$ cat config.mk
export PLATFORM = sky130hd
export DESIGN_NAME = key_matrix_debouncer_flat
export DESIGN_NICKNAME = d
export VERILOG_FILES = /design/src/rtl/kmd_pkg.sv /design/src/rtl/kmd_if.sv /design/src/rtl/kmd_ram.sv /design/src/rtl/kmd_lane.sv /design/src/rtl/kmd_merge.sv /design/src/rtl/key_matrix_debouncer.sv /design/src/flat_wrapper.sv
export VERILOG_INCLUDE_DIRS = /design/src /design/src/rtl
export SDC_FILE = /design/constraint.sdc
export NUM_CORES = 2
export LEC_CHECK = 0
export BUFFER_PORTS_ARGS = -buffer_cell sky130_fd_sc_hd__buf_2
export CAP_MARGIN = 10
export CORE_MARGIN = 8
export CORE_UTILIZATION = 45
export DETAILED_ROUTE_END_ITERATION = 16
export PLACE_DENSITY_LB_ADDON = 0.12
export SETUP_SLACK_MARGIN = 0.05
export SYNTH_ARGS = -nofsm -noshare
export SYNTH_HDL_FRONTEND = slang
export SYNTH_SLANG_ARGS = --single-unit
$ cat constraint.sdc
create_clock -name clk -period 19.1 [get_ports clk]
set_clock_uncertainty 0.05 [all_clocks]
set_input_delay 3.82 -clock clk [delete_from_list [all_inputs] [get_ports clk]]
set_output_delay 3.82 -clock clk [all_outputs]
set_load 0.02 [all_outputs]
$ cat src/rtl/key_matrix_debouncer_defines.svh
// assertion macros for the key matrix debouncer
// used by kmd_merge and key_matrix_debouncer, no other dependencies
`ifndef KEY_MATRIX_DEBOUNCER_DEFINES_SVH
`define KEY_MATRIX_DEBOUNCER_DEFINES_SVH

`ifndef SYNTHESIS

// same-cycle implication, disabled during reset
`define KMD_ASSERT_IMP(lbl, clk, rst_n, ante, cons) \
  lbl: assert property (@(posedge clk) disable iff (!rst_n) (ante) |-> (cons)) \
    else $error("kmd assertion failed");

// next-cycle implication, disabled during reset
`define KMD_ASSERT_NXT(lbl, clk, rst_n, ante, cons) \
  lbl: assert property (@(posedge clk) disable iff (!rst_n) (ante) |=> (cons)) \
    else $error("kmd assertion failed");

`else

`define KMD_ASSERT_IMP(lbl, clk, rst_n, ante, cons)
`define KMD_ASSERT_NXT(lbl, clk, rst_n, ante, cons)

`endif

`endif

$ cat src/rtl/kmd_pkg.sv
// shared constants and types of the key matrix debouncer
// no dependencies
`timescale 1ns / 1ps
`default_nettype none

package kmd_pkg;

  localparam int LANES       = 8;
  localparam int LANE_BITS   = 3;
  localparam int ROW_W       = 7;
  localparam int KEY_W       = 6;
  localparam int TIME_W      = 32;
  localparam int DEB_W       = 10;
  localparam int MAX_RESULTS = 56;
  localparam int CNT_W       = 6;

  localparam logic [DEB_W-1:0] DEB_RESET = 10'd20;

  // per-key state word held in the lane memories
  typedef struct packed {
    logic              stable;
    logic              raw;
    logic [TIME_W-1:0] change_time;
  } key_state_t;

  // sequencer to merge stage
  typedef struct packed {
    logic             start;
    logic             load;
    logic             flush;
    logic [LANES-1:0] mask;
    logic [LANES-1:0] level;
    logic [KEY_W-1:0] base;
  } mrg_ctrl_t;

  // merge stage to sequencer
  typedef struct packed {
    logic mask_empty;
    logic hold_empty;
  } mrg_stat_t;

endpackage

`default_nettype wire

$ cat src/rtl/kmd_if.sv
// request channels of the key matrix debouncer: scan frame, event, config
// depends on kmd_pkg
`timescale 1ns / 1ps
`default_nettype none

interface kmd_in_if;
  logic                           valid;
  logic                           ready;
  logic [kmd_pkg::ROW_W-1:0]      row_0_keys;
  logic [kmd_pkg::ROW_W-1:0]      row_1_keys;
  logic [kmd_pkg::ROW_W-1:0]      row_2_keys;
  logic [kmd_pkg::ROW_W-1:0]      row_3_keys;
  logic [kmd_pkg::ROW_W-1:0]      row_4_keys;
  logic [kmd_pkg::ROW_W-1:0]      row_5_keys;
  logic [kmd_pkg::ROW_W-1:0]      row_6_keys;
  logic [kmd_pkg::ROW_W-1:0]      row_7_keys;
  logic [kmd_pkg::TIME_W-1:0]     time_ms;

  modport source (
    output valid, row_0_keys, row_1_keys, row_2_keys, row_3_keys,
           row_4_keys, row_5_keys, row_6_keys, row_7_keys, time_ms,
    input  ready
  );
  modport sink (
    input  valid, row_0_keys, row_1_keys, row_2_keys, row_3_keys,
           row_4_keys, row_5_keys, row_6_keys, row_7_keys, time_ms,
    output ready
  );
endinterface

interface kmd_out_if;
  logic                       valid;
  logic                       ready;
  logic [kmd_pkg::KEY_W-1:0]  key_index;
  logic                       pressed;
  logic [kmd_pkg::TIME_W-1:0] stable_time_ms;
  logic                       final_event;

  modport source (
    output valid, key_index, pressed, stable_time_ms, final_event,
    input  ready
  );
  modport sink (
    input  valid, key_index, pressed, stable_time_ms, final_event,
    output ready
  );
endinterface

interface kmd_cfg_if;
  logic                      valid;
  logic                      ready;
  logic [kmd_pkg::DEB_W-1:0] debounce_ms;

  modport source (output valid, debounce_ms, input ready);
  modport sink (input valid, debounce_ms, output ready);
endinterface

`default_nettype wire

$ cat src/rtl/kmd_ram.sv
// generic single write, single read memory with registered read data
// no dependencies
`timescale 1ns / 1ps
`default_nettype none

module kmd_ram #(
  parameter int WIDTH = 34,
  parameter int DEPTH = 7,
  localparam int AW = (DEPTH > 1) ? $clog2(DEPTH) : 1
) (
  input  wire logic             clk,
  input  wire logic             we,
  input  wire logic [AW-1:0]    waddr,
  input  wire logic [WIDTH-1:0] wdata,
  input  wire logic [AW-1:0]    raddr,
  output logic      [WIDTH-1:0] rdata
);

  logic [WIDTH-1:0] mem [DEPTH];
  logic [WIDTH-1:0] rdata_r;

  always_ff @(posedge clk) begin
    if (we) begin
      mem[waddr] <= wdata;
    end
    rdata_r <= mem[raddr];
  end

  assign rdata = rdata_r;

endmodule

`default_nettype wire

$ cat src/rtl/kmd_lane.sv
// one debounce lane: state memory for its keys and the per-key update
// depends on kmd_pkg and kmd_ram
`timescale 1ns / 1ps
`default_nettype none

module kmd_lane #(
  parameter int DEPTH = 7,
  localparam int AW = (DEPTH > 1) ? $clog2(DEPTH) : 1
) (
  input  wire logic                          clk,
  input  wire logic                          rst_n,
  input  wire logic [AW-1:0]                 addr,
  input  wire logic                          active,
  input  wire logic                          eval,
  input  wire logic                          level,
  input  wire logic [kmd_pkg::TIME_W-1:0]    now,
  input  wire logic [kmd_pkg::DEB_W-1:0]     debounce,
  output logic                               fire,
  output logic                               new_level
);

  localparam int SW = $bits(kmd_pkg::key_state_t);

  logic [DEPTH-1:0]           vld_r;
  logic                       rd_vld_r;
  logic [SW-1:0]              rdata;
  kmd_pkg::key_state_t        cur;
  kmd_pkg::key_state_t        upd;
  logic [kmd_pkg::TIME_W-1:0] elapsed;
  logic                       hit;
  logic                       wr;

  kmd_ram #(.WIDTH(SW), .DEPTH(DEPTH)) u_ram (
    .clk   (clk),
    .we    (wr),
    .waddr (addr),
    .wdata (SW'(upd)),
    .raddr (addr),
    .rdata (rdata)
  );

  // never-written entries read as released, time zero
  always_comb begin
    cur = rd_vld_r ? kmd_pkg::key_state_t'(rdata) : '0;
    upd.raw = level;
    upd.change_time = (level != cur.raw) ? now : cur.change_time;
    elapsed = now - upd.change_time;
    hit = (cur.stable != level) &&
          (elapsed >= kmd_pkg::TIME_W'(debounce));
    upd.stable = hit ? level : cur.stable;
  end

  assign wr        = eval && active;
  assign fire      = active && hit;
  assign new_level = level;

  always_ff @(posedge clk) begin
    if (!rst_n) begin
      vld_r    <= '0;
      rd_vld_r <= 1'b0;
    end else begin
      rd_vld_r <= vld_r[addr];
      if (wr) begin
        vld_r[addr] <= 1'b1;
      end
    end
  end

endmodule

`default_nettype wire

$ cat src/rtl/kmd_merge.sv
// merge stage: orders lane events by key, marks the last one, output register
// depends on kmd_pkg, kmd_if and the assertion macros
`timescale 1ns / 1ps
`default_nettype none
`include "key_matrix_debouncer_defines.svh"

module kmd_merge (
  input  wire logic                       clk,
  input  wire logic                       rst_n,
  input  wire kmd_pkg::mrg_ctrl_t         ctrl,
  input  wire logic [kmd_pkg::TIME_W-1:0] now,
  output kmd_pkg::mrg_stat_t              stat,
  kmd_out_if.source                       out_ch
);

  localparam int LN = kmd_pkg::LANES;
  localparam int KW = kmd_pkg::KEY_W;
  localparam int CW = kmd_pkg::CNT_W;

  logic [LN-1:0]                mask_r;
  logic [LN-1:0]                level_r;
  logic [KW-1:0]                base_r;
  logic [CW-1:0]                cnt_r;
  logic                         hold_vld_r;
  logic [KW-1:0]                hold_key_r;
  logic                         hold_pr_r;
  logic                         out_vld_r;
  logic [KW-1:0]                out_key_r;
  logic                         out_pr_r;
  logic [kmd_pkg::TIME_W-1:0]   out_time_r;
  logic                         out_final_r;

  logic [kmd_pkg::LANE_BITS-1:0] pick;
  logic                          have;
  logic                          full;
  logic                          out_free;
  logic                          take;
  logic                          drop;
  logic                          push_mid;
  logic                          push_final;

  // lowest pending lane first
  always_comb begin
    pick = '0;
    for (int i = LN - 1; i >= 0; i--) begin
      if (mask_r[i]) begin
        pick = kmd_pkg::LANE_BITS'(i);
      end
    end
  end

  assign have       = |mask_r;
  assign full       = (cnt_r == CW'(kmd_pkg::MAX_RESULTS));
  assign out_free   = !out_vld_r || out_ch.ready;
  assign drop       = have && full;
  assign take       = have && !full && (!hold_vld_r || out_free);
  assign push_mid   = take && hold_vld_r;
  assign push_final = !have && ctrl.flush && hold_vld_r && out_free;

  always_ff @(posedge clk) begin
    if (!rst_n) begin
      mask_r     <= '0;
      cnt_r      <= '0;
      hold_vld_r <= 1'b0;
      out_vld_r  <= 1'b0;
    end else begin
      if (ctrl.start) begin
        cnt_r <= '0;
      end else if (take) begin
        cnt_r <= cnt_r + 1'b1;
      end

      if (ctrl.load) begin
        mask_r  <= ctrl.mask;
        level_r <= ctrl.level;
        base_r  <= ctrl.base;
      end else if (take || drop) begin
        mask_r[pick] <= 1'b0;
      end

      if (take) begin
        hold_vld_r <= 1'b1;
        hold_key_r <= base_r + KW'(pick);
        hold_pr_r  <= level_r[pick];
      end else if (push_final) begin
        hold_vld_r <= 1'b0;
      end

      if (push_mid || push_final) begin
        out_vld_r   <= 1'b1;
        out_key_r   <= hold_key_r;
        out_pr_r    <= hold_pr_r;
        out_time_r  <= now;
        out_final_r <= push_final;
      end else if (out_ch.ready) begin
        out_vld_r <= 1'b0;
      end
    end
  end

  assign stat.mask_empty = !have;
  assign stat.hold_empty = !hold_vld_r;

  assign out_ch.valid          = out_vld_r;
  assign out_ch.key_index      = out_key_r;
  assign out_ch.pressed        = out_pr_r;
  assign out_ch.stable_time_ms = out_time_r;
  assign out_ch.final_event    = out_final_r;

  `KMD_ASSERT_IMP(a_cnt_bound, clk, rst_n, 1'b1, cnt_r <= CW'(kmd_pkg::MAX_RESULTS))
  `KMD_ASSERT_IMP(a_load_empty, clk, rst_n, ctrl.load, mask_r == '0)
  `KMD_ASSERT_NXT(a_final_out, clk, rst_n, push_final, !hold_vld_r && out_vld_r && out_final_r)

endmodule

`default_nettype wire

$ cat src/rtl/key_matrix_debouncer.sv
// top level of the key matrix debouncer: frame capture, group sequencer,
// eight debounce lanes and the merge stage; depends on kmd_pkg, kmd_if,
// kmd_lane, kmd_merge and the assertion macros
`timescale 1ns / 1ps
`default_nettype none
`include "key_matrix_debouncer_defines.svh"

// Time-based debouncer for a scanned key matrix. One request on in_ch is one
// scan frame (a column word of 7 bits per row plus a millisecond timestamp);
// every key whose raw level has differed from its debounced level for at least
// debounce_ms milliseconds flips and produces one request on out_ch, in
// ascending key order, the last of the frame flagged by final_event. A frame
// with no change produces nothing. Keys are handled by eight lanes, one key
// per lane, a group of eight keys at a time; each lane keeps its keys' state
// (raw level, debounced level, time of last raw change) in a small memory
// that reads as all released after reset. A frame is taken in the idle
// state, then passes through memory read, update and merge check for each
// group of eight keys, and ends with a flush that sends the held last event,
// if any, flagged as final. The merge stage emits at most one event per
// cycle while out_ch does not stall, which is what stretches a frame with
// many events. in_ch is ready only between frames; the result register lets
// a new frame in while the last event still waits on out_ch. debounce_ms is
// written through cfg_ch (always ready), resets to 20 and should only be
// changed between frames, since a write lands at once in the lane
// comparators.

module key_matrix_debouncer #(
  parameter int KEY_COUNT    = 56,
  parameter int ROW_COUNT    = 8,
  parameter int COLUMN_COUNT = 7
) (
  input  wire logic  clk,
  input  wire logic  rst_n,
  kmd_in_if.sink     in_ch,
  kmd_out_if.source  out_ch,
  kmd_cfg_if.sink    cfg_ch
);

  localparam int LN     = kmd_pkg::LANES;
  localparam int LB     = kmd_pkg::LANE_BITS;
  localparam int GROUPS = (KEY_COUNT + LN - 1) / LN;
  localparam int GW     = (GROUPS > 1) ? $clog2(GROUPS) : 1;
  localparam int SEEN_W = GROUPS * LN;
  localparam int SIW    = GW + LB;
  localparam logic [GW-1:0] LAST_GRP = GW'(GROUPS - 1);

  typedef enum logic [2:0] {
    S_IDLE,
    S_READ,
    S_EVAL,
    S_SCAN,
    S_FLUSH
  } state_t;

  state_t                      state_r;
  logic [GW-1:0]               grp_r;
  logic [SEEN_W-1:0]           seen_r;
  logic [SEEN_W-1:0]           seen_nxt;
  logic [kmd_pkg::TIME_W-1:0]  now_r;
  logic [kmd_pkg::DEB_W-1:0]   deb_r;
  logic [7:0]                  rows [8];
  logic                        in_acc;

  logic [LN-1:0]               lane_fire;
  logic [LN-1:0]               lane_lvl;
  logic [LN-1:0]               lane_act;

  kmd_pkg::mrg_ctrl_t          mrg_ctrl;
  kmd_pkg::mrg_stat_t          mrg_stat;

  // frame request handshake
  assign in_ch.ready = (state_r == S_IDLE);
  assign in_acc      = in_ch.valid && in_ch.ready;
  assign cfg_ch.ready = 1'b1;

  // column bit c of row r is key r*COLUMN_COUNT+c; out-of-range keys dropped
  always_comb begin
    rows[0] = {1'b0, in_ch.row_0_keys};
    rows[1] = {1'b0, in_ch.row_1_keys};
    rows[2] = {1'b0, in_ch.row_2_keys};
    rows[3] = {1'b0, in_ch.row_3_keys};
    rows[4] = {1'b0, in_ch.row_4_keys};
    rows[5] = {1'b0, in_ch.row_5_keys};
    rows[6] = {1'b0, in_ch.row_6_keys};
    rows[7] = {1'b0, in_ch.row_7_keys};
    seen_nxt = '0;
    for (int r = 0; r < 8; r++) begin
      for (int c = 0; c < 8; c++) begin
        if (r < ROW_COUNT && c < COLUMN_COUNT &&
            (r * COLUMN_COUNT + c) < KEY_COUNT) begin
          seen_nxt[SIW'(r * COLUMN_COUNT + c)] = rows[r][c];
        end
      end
    end
  end

  // group sequencer
  always_ff @(posedge clk) begin
    if (!rst_n) begin
      state_r <= S_IDLE;
      grp_r   <= '0;
      deb_r   <= kmd_pkg::DEB_RESET;
    end else begin
      if (cfg_ch.valid && cfg_ch.ready) begin
        deb_r <= cfg_ch.debounce_ms;
      end
      case (state_r)
        S_IDLE: begin
          if (in_acc) begin
            seen_r  <= seen_nxt;
            now_r   <= in_ch.time_ms;
            grp_r   <= '0;
            state_r <= S_READ;
          end
        end
        S_READ: begin
          // lane memories present this group's state next cycle
          state_r <= S_EVAL;
        end
        S_EVAL: begin
          // lanes write back, merge stage takes the event mask
          state_r <= S_SCAN;
        end
        S_SCAN: begin
          if (mrg_stat.mask_empty) begin
            if (grp_r == LAST_GRP) begin
              state_r <= S_FLUSH;
            end else begin
              grp_r   <= grp_r + 1'b1;
              state_r <= S_READ;
            end
          end
        end
        S_FLUSH: begin
          // last held event leaves flagged as final
          if (mrg_stat.hold_empty) begin
            state_r <= S_IDLE;
          end
        end
        default: begin
          state_r <= S_IDLE;
        end
      endcase
    end
  end

  // one lane per key position within a group
  for (genvar j = 0; j < LN; j++) begin : g_lane
    assign lane_act[j] = (int'(grp_r) * LN + j) < KEY_COUNT;

    kmd_lane #(.DEPTH(GROUPS)) u_lane (
      .clk       (clk),
      .rst_n     (rst_n),
      .addr      (grp_r),
      .active    (lane_act[j]),
      .eval      (state_r == S_EVAL),
      .level     (seen_r[{grp_r, LB'(j)}]),
      .now       (now_r),
      .debounce  (deb_r),
      .fire      (lane_fire[j]),
      .new_level (lane_lvl[j])
    );
  end

  always_comb begin
    mrg_ctrl.start = in_acc;
    mrg_ctrl.load  = (state_r == S_EVAL);
    mrg_ctrl.flush = (state_r == S_FLUSH);
    mrg_ctrl.mask  = lane_fire;
    mrg_ctrl.level = lane_lvl;
    mrg_ctrl.base  = kmd_pkg::KEY_W'({grp_r, LB'(0)});
  end

  kmd_merge u_merge (
    .clk    (clk),
    .rst_n  (rst_n),
    .ctrl   (mrg_ctrl),
    .now    (now_r),
    .stat   (mrg_stat),
    .out_ch (out_ch)
  );

  `KMD_ASSERT_IMP(a_eval_empty, clk, rst_n, state_r == S_EVAL, mrg_stat.mask_empty)
  `KMD_ASSERT_IMP(a_idle_drained, clk, rst_n, state_r == S_IDLE, mrg_stat.mask_empty && mrg_stat.hold_empty)
  `KMD_ASSERT_IMP(a_grp_range, clk, rst_n, 1'b1, grp_r <= LAST_GRP)

endmodule

`default_nettype wire

$ cat src/flat_wrapper.sv
// flat-port wrapper written by rule: the top's interface ports become plain ports
module key_matrix_debouncer_flat 
#(
  parameter int KEY_COUNT    = 56,
  parameter int ROW_COUNT    = 8,
  parameter int COLUMN_COUNT = 7
)
  (clk, rst_n, in_ch_valid, in_ch_row_0_keys, in_ch_row_1_keys, in_ch_row_2_keys, in_ch_row_3_keys, in_ch_row_4_keys, in_ch_row_5_keys, in_ch_row_6_keys, in_ch_row_7_keys, in_ch_time_ms, in_ch_ready, out_ch_valid, out_ch_key_index, out_ch_pressed, out_ch_stable_time_ms, out_ch_final_event, out_ch_ready, cfg_ch_valid, cfg_ch_debounce_ms, cfg_ch_ready);
  kmd_in_if in_ch_i ();
  kmd_out_if out_ch_i ();
  kmd_cfg_if cfg_ch_i ();
  input  wire logic clk;
  input  wire logic rst_n;
  input wire logic [$bits(in_ch_i.valid)-1:0] in_ch_valid;
  input wire logic [$bits(in_ch_i.row_0_keys)-1:0] in_ch_row_0_keys;
  input wire logic [$bits(in_ch_i.row_1_keys)-1:0] in_ch_row_1_keys;
  input wire logic [$bits(in_ch_i.row_2_keys)-1:0] in_ch_row_2_keys;
  input wire logic [$bits(in_ch_i.row_3_keys)-1:0] in_ch_row_3_keys;
  input wire logic [$bits(in_ch_i.row_4_keys)-1:0] in_ch_row_4_keys;
  input wire logic [$bits(in_ch_i.row_5_keys)-1:0] in_ch_row_5_keys;
  input wire logic [$bits(in_ch_i.row_6_keys)-1:0] in_ch_row_6_keys;
  input wire logic [$bits(in_ch_i.row_7_keys)-1:0] in_ch_row_7_keys;
  input wire logic [$bits(in_ch_i.time_ms)-1:0] in_ch_time_ms;
  output wire logic [$bits(in_ch_i.ready)-1:0] in_ch_ready;
  output wire logic [$bits(out_ch_i.valid)-1:0] out_ch_valid;
  output wire logic [$bits(out_ch_i.key_index)-1:0] out_ch_key_index;
  output wire logic [$bits(out_ch_i.pressed)-1:0] out_ch_pressed;
  output wire logic [$bits(out_ch_i.stable_time_ms)-1:0] out_ch_stable_time_ms;
  output wire logic [$bits(out_ch_i.final_event)-1:0] out_ch_final_event;
  input wire logic [$bits(out_ch_i.ready)-1:0] out_ch_ready;
  input wire logic [$bits(cfg_ch_i.valid)-1:0] cfg_ch_valid;
  input wire logic [$bits(cfg_ch_i.debounce_ms)-1:0] cfg_ch_debounce_ms;
  output wire logic [$bits(cfg_ch_i.ready)-1:0] cfg_ch_ready;
  assign in_ch_i.valid = in_ch_valid;
  assign in_ch_i.row_0_keys = in_ch_row_0_keys;
  assign in_ch_i.row_1_keys = in_ch_row_1_keys;
  assign in_ch_i.row_2_keys = in_ch_row_2_keys;
  assign in_ch_i.row_3_keys = in_ch_row_3_keys;
  assign in_ch_i.row_4_keys = in_ch_row_4_keys;
  assign in_ch_i.row_5_keys = in_ch_row_5_keys;
  assign in_ch_i.row_6_keys = in_ch_row_6_keys;
  assign in_ch_i.row_7_keys = in_ch_row_7_keys;
  assign in_ch_i.time_ms = in_ch_time_ms;
  assign in_ch_ready = in_ch_i.ready;
  assign out_ch_valid = out_ch_i.valid;
  assign out_ch_key_index = out_ch_i.key_index;
  assign out_ch_pressed = out_ch_i.pressed;
  assign out_ch_stable_time_ms = out_ch_i.stable_time_ms;
  assign out_ch_final_event = out_ch_i.final_event;
  assign out_ch_i.ready = out_ch_ready;
  assign cfg_ch_i.valid = cfg_ch_valid;
  assign cfg_ch_i.debounce_ms = cfg_ch_debounce_ms;
  assign cfg_ch_ready = cfg_ch_i.ready;
  key_matrix_debouncer #(.KEY_COUNT(KEY_COUNT), .ROW_COUNT(ROW_COUNT), .COLUMN_COUNT(COLUMN_COUNT)) u_core (.clk(clk), .rst_n(rst_n), .in_ch(in_ch_i), .out_ch(out_ch_i), .cfg_ch(cfg_ch_i));
endmodule
==> run summary <==
Status: finished clean
Max-cap viol count: 0
H-tree depth: 5
First-pass GRT wire length: 547000 microns
Syn Nets: 9594
FF+latch count, synth: 2394
Layout cells sized above 1: 10.5%
Post-synthesis cell area: 111000 sq um
Clk slew on worst S/H paths: 60 ps
Most common cell in the netlist: edfxtp_1
Area growth syn-to-layout: 11.8%
Initial Utilization: 45.1%
Yosys warning count: 0
Worst-Margin Slew: 1300 ps
Pleak: 42.7 nW
Multi-input gate area: 39200 sq um
Port Buffers: 120
Avg Cell Area, Syn: 12.0 sq um
Post-CTS setup repair buffer count: 0
Core area: 245000 sq um
Critical Path AT: 11300 ps
Wire per inst: 30.6 microns
Routed WL: 389000 microns
Inserted Clock Buffers: 276
Cell taking the most area after synthesis: edfxtp_1
IO Count: 146
DRC: 0
Critical path class: flop to flop
Count of flip-flops with a built-in enable after synthesis: 2026
FF+latch area: 68200 sq um
Nets: 9630
Setup tns final: 0 ps
Crit path max fanout: 31
Total congestion overflow: 0
Largest delay share family, worst path: compound AO/OA/AOI/OAI gates
Most used cell, CP: ha_1
Die area: 262000 sq um
Die X: 512 microns
Root Buffer: clkbuf_16
Tmin final: 10700 ps
Top_reg_cell synth: edfxtp_1
Crit path launch type: flop
Vias in the first global route: 75103
Gr usage total: 28.4%
Most area-consuming cells after synthesis: edfxtp_1 (55%), dfxtp_1 (6.7%), mux2i_1 (3.5%)
Die Height: 512 microns
CTS Hold Bufs: 0
Post-DRT Antenna Nets: 0
Unique cell type count in the Yosys netlist: 102
Fill cells: 21399
Clk_lat worst skew: 940 ps
Critical path capture point type: flop
Std cell rows: 182
CP required: 19700 ps
Ys async rst share: 0%
Initial antenna violation count: 26
Hold Crit Class: flop to flop
Pre-Repair DR Iteration Count: 7
Slew headroom: 12.8%
CP bufs+invs: 4
Largest net degree at the start of global routing: 113
Clock tree buffer depth: 4
Commonest cells in the netlist: edfxtp_1 (2026), nand2_1 (905), nor2_1 (708), o21ai_0 (571), a21oi_1 (538)
Final period utilization: 56.0%
Final Setup Violations: 0
First DRT Iteration DRCs: 9107
Maximum vdd drop: 0.000109 V
CP max stage cell: a2111oi_1
Final RePlAce weighted congestion: 0.957
Dpl cells: 12215
Hold Vio Cnt, Final: 0
Synth top area share: 55.1%
Design area: 124000 sq um
Power Dens Cells: 104 nW/um^2
Post-synthesis sequential area ratio: 61.7%
RSZ-0062 raised after global routing: no
Post-CTS sizing: 0
Hpwl dp: 235000 microns
Mapped Cells: 9238
Slew Limit Fails: 0
Vias after detailed routing: 79302
Non-filler instance count after layout: 12705
Slowest stage delay, CP: 960 ps
Placed instance area: 115000 sq um
Fmax: 0.0935 GHz
CTS tree: done
Clock Sink Count: 2394
DR vias/cell: 6.24
[path summary, 6_finish.rpt]
check,cells after the start,end,slack [ps],from
max,28,u_core.g_lane[6].u_lane.u_ram.mem[4][33]$_DFFE_PP_,8400,u_core.grp_r[1]$_SDFFE_PN0P_
max reg2reg,28,u_core.g_lane[6].u_lane.u_ram.mem[4][33]$_DFFE_PP_,8400,u_core.grp_r[1]$_SDFFE_PN0P_
min,0,u_core.u_merge.hold_key_r[5]$_DFFE_PP_,360,u_core.u_merge.base_r[5]$_DFFE_PP_
min reg2reg,0,u_core.u_merge.hold_key_r[5]$_DFFE_PP_,360,u_core.u_merge.base_r[5]$_DFFE_PP_
[worst reg2reg max path, delay by kind of cell, from the launching register on]
kind | cells | cell delay [ps]
DFF | 1 | 580
muxes | 1 | 490
xor gates and xnor gates | 2 | 530
AOI/OAI and AO/OA | 12 | 4580
and+or+nand+nor | 6 | 2130
adders and majority gates | 3 | 710
buffers and inverters | 4 | 1340
[cell type report]
cell class | count | area share (%)
clock inverter | 130 | 0.930
sequential | 2394 | 55.2
tap | 3220 | 3.26
inverter | 281 | 0.860
timing repair buffer | 354 | 1.99
clock buffer | 346 | 5.99
antenna | 13 | 0.0263
multi-input combinational | 5967 | 31.7
[stage by stage]
step | hold slack (ps) | worst slack (ps) | total power [mW] | util [%]
after CTS | 356 | 8480 | 12.9 | 50.4
after global placement | 356 | 8760 | 7.86 | 46.9
after detailed placement | 355 | 8580 | 7.88 | 46.9
after floorplan | 350 | -162 | 7.27 | -
after global routing | 366 | 7930 | 13.3 | 50.4
final | 356 | 8400 | 12.9 | 50.4
[flip-flops by register name, indices dropped and copies added, names as in the netlist, 6 cells and up]
signal	count
u_core.seen_r	32
u_core.u_merge.hold_key_r	6
u_core.g_lane.u_lane.rd_vld_r	8
u_core.u_merge.out_ch.stable_time_ms	32
u_core.u_merge.out_ch.key_index	6
u_core.g_lane.u_lane.u_ram.rdata	272
u_core.g_lane.u_lane.vld_r	56
u_core.g_lane.u_lane.u_ram.mem	1904
u_core.u_merge.level_r	8
u_core.u_merge.mask_r	8
u_core.deb_r	10
u_core.u_merge.cnt_r	6
u_core.now_r	32
[metal layers]
metal | GRT usage, % | vias up | routed length, microns
met5 | 0 | - | 33
met4 | 12.2 | 4 | 18300
met3 | 6.13 | 760 | 34500
met2 | 44.1 | 3739 | 173000
met1 | 38.7 | 39871 | 163000
li1 | - | 34928 | -
[kinds of logic after synthesis]
family | share of synthesized area [%]
other | 0.00339
xor gates and xnor gates | 1.78
DFF | 61.7
adders and majority gates | 2.93
buffers and inverters | 3.08
and+or+nand+nor | 10.3
muxes | 5.35
AOI/OAI and AO/OA | 14.9
[where the power goes]
group / leakage, nW / switching (mW) / internal (mW) / total (mW)
clock network: 4.19 / 2.09 / 2.98 / 5.07
registers: 21.6 / 0.112 / 5.90 / 6.01
logic: 16.9 / 1.22 / 0.586 / 1.81
[layout by cell type, fill, tap and decap left out, types with 40 or more instances in the layout]
master and count:
edfxtp_1 2026, nand2_1 905, nor2_1 695, o21ai_0 570, a21oi_1 537, mux2i_1 390
dfxtp_1 357, clkbuf_16 281, inv_1 270, ha_1 253, nand3_1 251, a22oi_1 234
buf_4 225, a22o_1 166, o21a_1 140, a21o_1 136, xnor2_1 124, buf_2 121
a221oi_1 98, nand2b_1 89, xor2_1 87, nor2b_1 85, mux2_2 83, nor3_1 74
nand4_1 72, and2_1 63, a31oi_1 61, o22ai_1 54, clkbuf_1 52, mux4_2 47
o21bai_1 45, and3_1 44, clkinv_1 44, a211oi_1 40
(Power assumes the default switching activity.)
